$ cat config.mk
export PLATFORM = sky130hd
export DESIGN_NAME = sscr_ram
export DESIGN_NICKNAME = d
export VERILOG_FILES = /design/src/sscr_ram.sv
export SDC_FILE = /design/constraint.sdc
export NUM_CORES = 2
export LEC_CHECK = 0
export ABC_AREA = 1
export BUFFER_PORTS_ARGS = -buffer_cell sky130_fd_sc_hd__buf_2
export CORE_UTILIZATION = 55
export DETAILED_ROUTE_END_ITERATION = 8
export PLACE_DENSITY = 0.69
export SETUP_SLACK_MARGIN = 0.2
export SLEW_MARGIN = 10
export SYNTH_ARGS = -nofsm -noshare
export SYNTH_HDL_FRONTEND = slang
export SYNTH_SLANG_ARGS = --single-unit
export TNS_END_PERCENT = 20
$ cat constraint.sdc
create_clock -name clk -period 3.35 [get_ports clk]
set_clock_uncertainty 0.15 [all_clocks]
set_input_delay 0.1675 -clock clk [delete_from_list [all_inputs] [get_ports clk]]
set_output_delay 0.1675 -clock clk [all_outputs]
set_load 0.005 [all_outputs]
$ cat src/sscr_ram.sv
`timescale 1ns / 1ps
// ----------------------------------------------------------------------------
// sscr_ram
// Generic single-port RAM with registered read data.
// ----------------------------------------------------------------------------
module sscr_ram #(
	parameter int WIDTH = 8,
	parameter int DEPTH = 256
) (
	input  logic                     clk,
	input  logic                     we,
	input  logic [$clog2(DEPTH)-1:0] addr,
	input  logic [WIDTH-1:0]         wdata,
	output logic [WIDTH-1:0]         rdata
);

	logic [WIDTH-1:0] mem_q [DEPTH];

	always_ff @(posedge clk) begin
		if (we) begin
			mem_q[addr] <= wdata;
		end
		rdata <= mem_q[addr];
	end

endmodule

### After elaboration in Yosys (flattened, before gate mapping)

Memories as Yosys holds them, arrays and structs flattened. A register that Yosys moved wholly into a read port is not among the register bits.
Index checks and enable logic that the tools add are counted.

| word-level totals | value |
|---|---|
| register bits | 0 |
| bits of input ports | 18 |
| latch bits | 0 |
| bits in writable memories | 2048 |
| memories | 1 |
| memory bits (read-only) | 0 |
| output and inout bits | 8 |

| cells by class | value |
|---|---|
| reductions and logical operators | 0 |
| $add $sub $neg | 0 |
| equal/unequal tests | 0 |
| bitwise operators | 0 |
| multiplexer cells | 2 |
| multiply operators | 0 |
| shift operators | 0 |
| divide/modulo/power cells | 0 |
| $lt $le $gt $ge | 0 |

Memory list:

| memory | words | width | rd ports | clocked after memory_dff | wr ports | line | RTL |
|---|---|---|---|---|---|---|---|
| mem_q | 256 | 8 | 1 | 1 | 1 | 17 | `logic [WIDTH-1:0] mem_q [DEPTH];` |

Operators by type and width:

| operator | number |
|---|---|
| 1-bit two-way mux | 2 |

### Longest topological paths before layout

| depth | value |
|---|---|
| word-level depth | 2 |
| depth in mapped cells | 15 |

### Least setup slack after synthesis

No wires, ideal clock.

| path | value |
|---|---|
| path type | in2reg |
| start | input port addr[1] |
| end | memory mem_q[234][0], enable pin |
| stages | 10 |
| required time | 2.830 ns |
| arrival time | 1.638 ns |
| path slack | 1.192 ns |
| path buffers | 4 |
| path through | buf_4 inv_4 nor2_8 buf_4 buf_4 inv_2 nor2_1 nand2_1 clkbuf_1 nor2_1 |

RTL lines:

| element | line | RTL |
|---|---|---|
| start, declared | 12 | `input logic [$clog2(DEPTH)-1:0] addr,` |
| end, declared | 17 |  |

Straight into the memory's write port.

==> summary.md <==
| Metric | Value |
|---|---|
| Status | `finished, final reports clean` |
| Top-level I/O count | `26` |
| Area contributors post-synth | `edfxtp_1 (72%), nand2_1 (21%), nor2_1 (1.6%)` |
| Synth top area share | `0.725` |
| First-pass GRT wire length | `334,000 um` |
| VDD IR-drop max | `0.661 mV` |
| Drt drc | `0` |
| Final nets | `8,142` |
| CP Class | `reg -> reg` |
| Worst setup margin | `675 ps` |
| Number of global-route vias before repair | `55.0k` |
| Register area share after synthesis | `0.727` |
| Post-DRT Antenna Nets | `0` |
| Pin count of the biggest net entering global routing | `119` |
| Area leader, netlist | `edfxtp_1` |
| DRT Pass-1 Iters | `6` |
| Initial DRC Count | `6,651` |
| Synth-to-layout area growth | `12.2%` |
| Wirelength per Cell | `21.4 um` |
| Hold Path Class | `in -> reg` |
| Initial antenna violation count | `9` |
| Mean Syn Cell Area | `10.6 um^2` |
| Global-route usage over all layers | `0.283` |
| Worst Setup End Kind | `register` |
| Synth cell types | `18` |
| RSZ-0062 raised after global routing | `false` |
| Non-filler cells, final | `10.3k` |
| Min Hold Slack | `85.8 ps` |
| Slew @ Worst Pin | `913 ps` |
| CTS buffer count | `202` |
| FP Rows | `143` |
| Die height | `395 um` |
| H-tree Lvls | `4` |
| Detail Placement HPWL | `128,000 um` |
| Clk slew on worst S/H paths | `60 ps` |
| # resized after CTS | `0` |
| Critical-path maximum fanout | `1` |
| Synthesized instance count | `8,021` |
| Hold-fix buffers, CTS | `12` |
| Setup tns final | `0 ps` |
| Minimum clock period | `2670 ps` |
| CTS tree | `done` |
| Number of max-cap violations | `0` |
| Root buf cell | `clkbuf_16` |
| DP Worst Slack | `312 ps` |
| CORE AREA | `153,000 um^2` |
| F_max | `374 MHz` |
| Clk_lat worst skew | `860 ps` |
| Register bit count reported by yosys | `2,056` |
| DIE AREA | `156,000 um^2` |
| Setup violations, final | `0` |
| Slew Limit Fails | `0` |
| Setup bufs post-CTS | `0` |
| Tcrit/Tclk final | `0.798` |
| Pwr dens | `566 nW/um^2` |
| RD Place Congestion | `0.878` |
| Vias/cell | `5.51` |
| Worst rel slew slack | `0.389` |
| Final Hold Fails | `0` |
| Worst Path Arrival | `3250 ps` |
| Syn nets | `8,039` |
| DRT Wirelength | `220,000 um` |
| Total grt overflow | `0` |
| Layout cell share with drive strength beyond 1 | `0.0723` |
| Critical path required time | `3920 ps` |
| Placed Cells incl. Taps | `9,938` |
| Die width | `395 um` |
| Clk sinks | `2,056` |
| Lkg Pwr | `0.0380 uW` |
| Yosys warnings | `0` |
| Total number of vias | `56.9k` |
| Starting Density | `0.556` |
| Filler Cells Inserted | `11.8k` |
| IO buf count | `25` |
| Crit start category | `register` |
| Max clock buf depth | `3` |
| Mapped cell area | `84,900 um^2` |
metrics by stage:
stage / instance area (um^2) / util / power (uW)
6_report: 95200 / 0.624 / 53900
5_1_grt: 95200 / 0.624 / 55400
4_1_cts: 95200 / 0.624 / 54100
3_5_place_dp: 88600 / 0.581 / 32000
3_3_place_gp: 88600 / 0.581 / 32000
2_1_floorplan: 84900 / - / 30500
synth_stat cells (all sizes together):
library cell,n
nor2,362
a21oi,32
dfxtp,8
buf,247
nand3,188
edfxtp,2048
o21ai,160
inv,35
clkbuf,170
nand2,4771
registers in the layout (all words and copies together), names as in the netlist:
| register | cells |
|---|---|
| mem_q | 2048 |
| rdata | 8 |
cells by family (layout without fill, tap and decap cells):
kind of cell | count (synthesis) | count (layout) | share of synthesized area
simple gates | 5321 | 5321 | 0.238
compound gates | 192 | 192 | 0.0113
buf+inv | 452 | 720 | 0.0236
flops | 2056 | 2056 | 0.727
other cells | 0 | 1 | 0
where the power goes:
| group | total [uW] | internal [uW] | leakage, uW | switching, uW |
|---|---|---|---|---|
| clock | 22400 | 12700 | 0.00316 | 9740 |
| combinational | 3110 | 753 | 0.0164 | 2360 |
| sequential | 28400 | 28300 | 0.0185 | 50.8 |
worst max-delay path, cell delays in order, from the launching register on:
cell and delay, ps:
edfxtp_1 360, nand2_1 90, nand2_1 50, nand2_1 60, nand2_1 70, nand2_1 60, nand2_1 80, o21ai_0 220
nand2_1 250, nor2_1 180, nor2_1 50, nor2_1 210, dlygate4sd3_1 650, nand2_1 70
final cells by class:
class                           instances  area [um^2]  share of cell area
Sequential cell                      2056        61700               0.647
Multi-Input combinational cell       5513        21200               0.223
Clock buffer                          247         5220              0.0549
Timing Repair Buffer                  316         3130              0.0328
Tap cell                             2030         2540              0.0267
Clock inverter                        122         1280              0.0135
Inverter                               35          165             0.00173
Antenna cell                            1         2.50           0.0000263
layout by cell type (no fill, tap or decap), drive strengths merged:
cell,n
nand2,4771
edfxtp,2048
nor2,362
buf,304
clkbuf,247
nand3,188
o21ai,160
clkinv,85
inv,45
a21oi,32
bufinv,20
dlygate4sd3,12
dfxtp,8
clkinvlp,7
diode,1
final timing paths:
path	from	depth (start not counted)	slack, ps	endpoint
min reg2reg	mem_q[43][0]$_DFFE_PP_	10	790	rdata[0]$_DFF_P_
min	we	3	90	mem_q[184][0]$_DFFE_PP_
max reg2reg	mem_q[156][2]$_DFFE_PP_	13	680	rdata[2]$_DFF_P_
max	mem_q[156][2]$_DFFE_PP_	13	680	rdata[2]$_DFF_P_
routing by layer:
| metal | vias up | global-route usage | part of all wire |
|---|---|---|---|
| met3 | 417 | 0.0487 | 0.092 |
| met2 | 2649 | 0.448 | 0.47 |
| met4 | 10 | 0.105 | 0.036 |
| met1 | 27300 | 0.396 | 0.41 |
| li1 | 26600 | - | - |
| met5 | - | 0 | 0.00032 |
No activity file was read; power rests on OpenSTA's default activity.
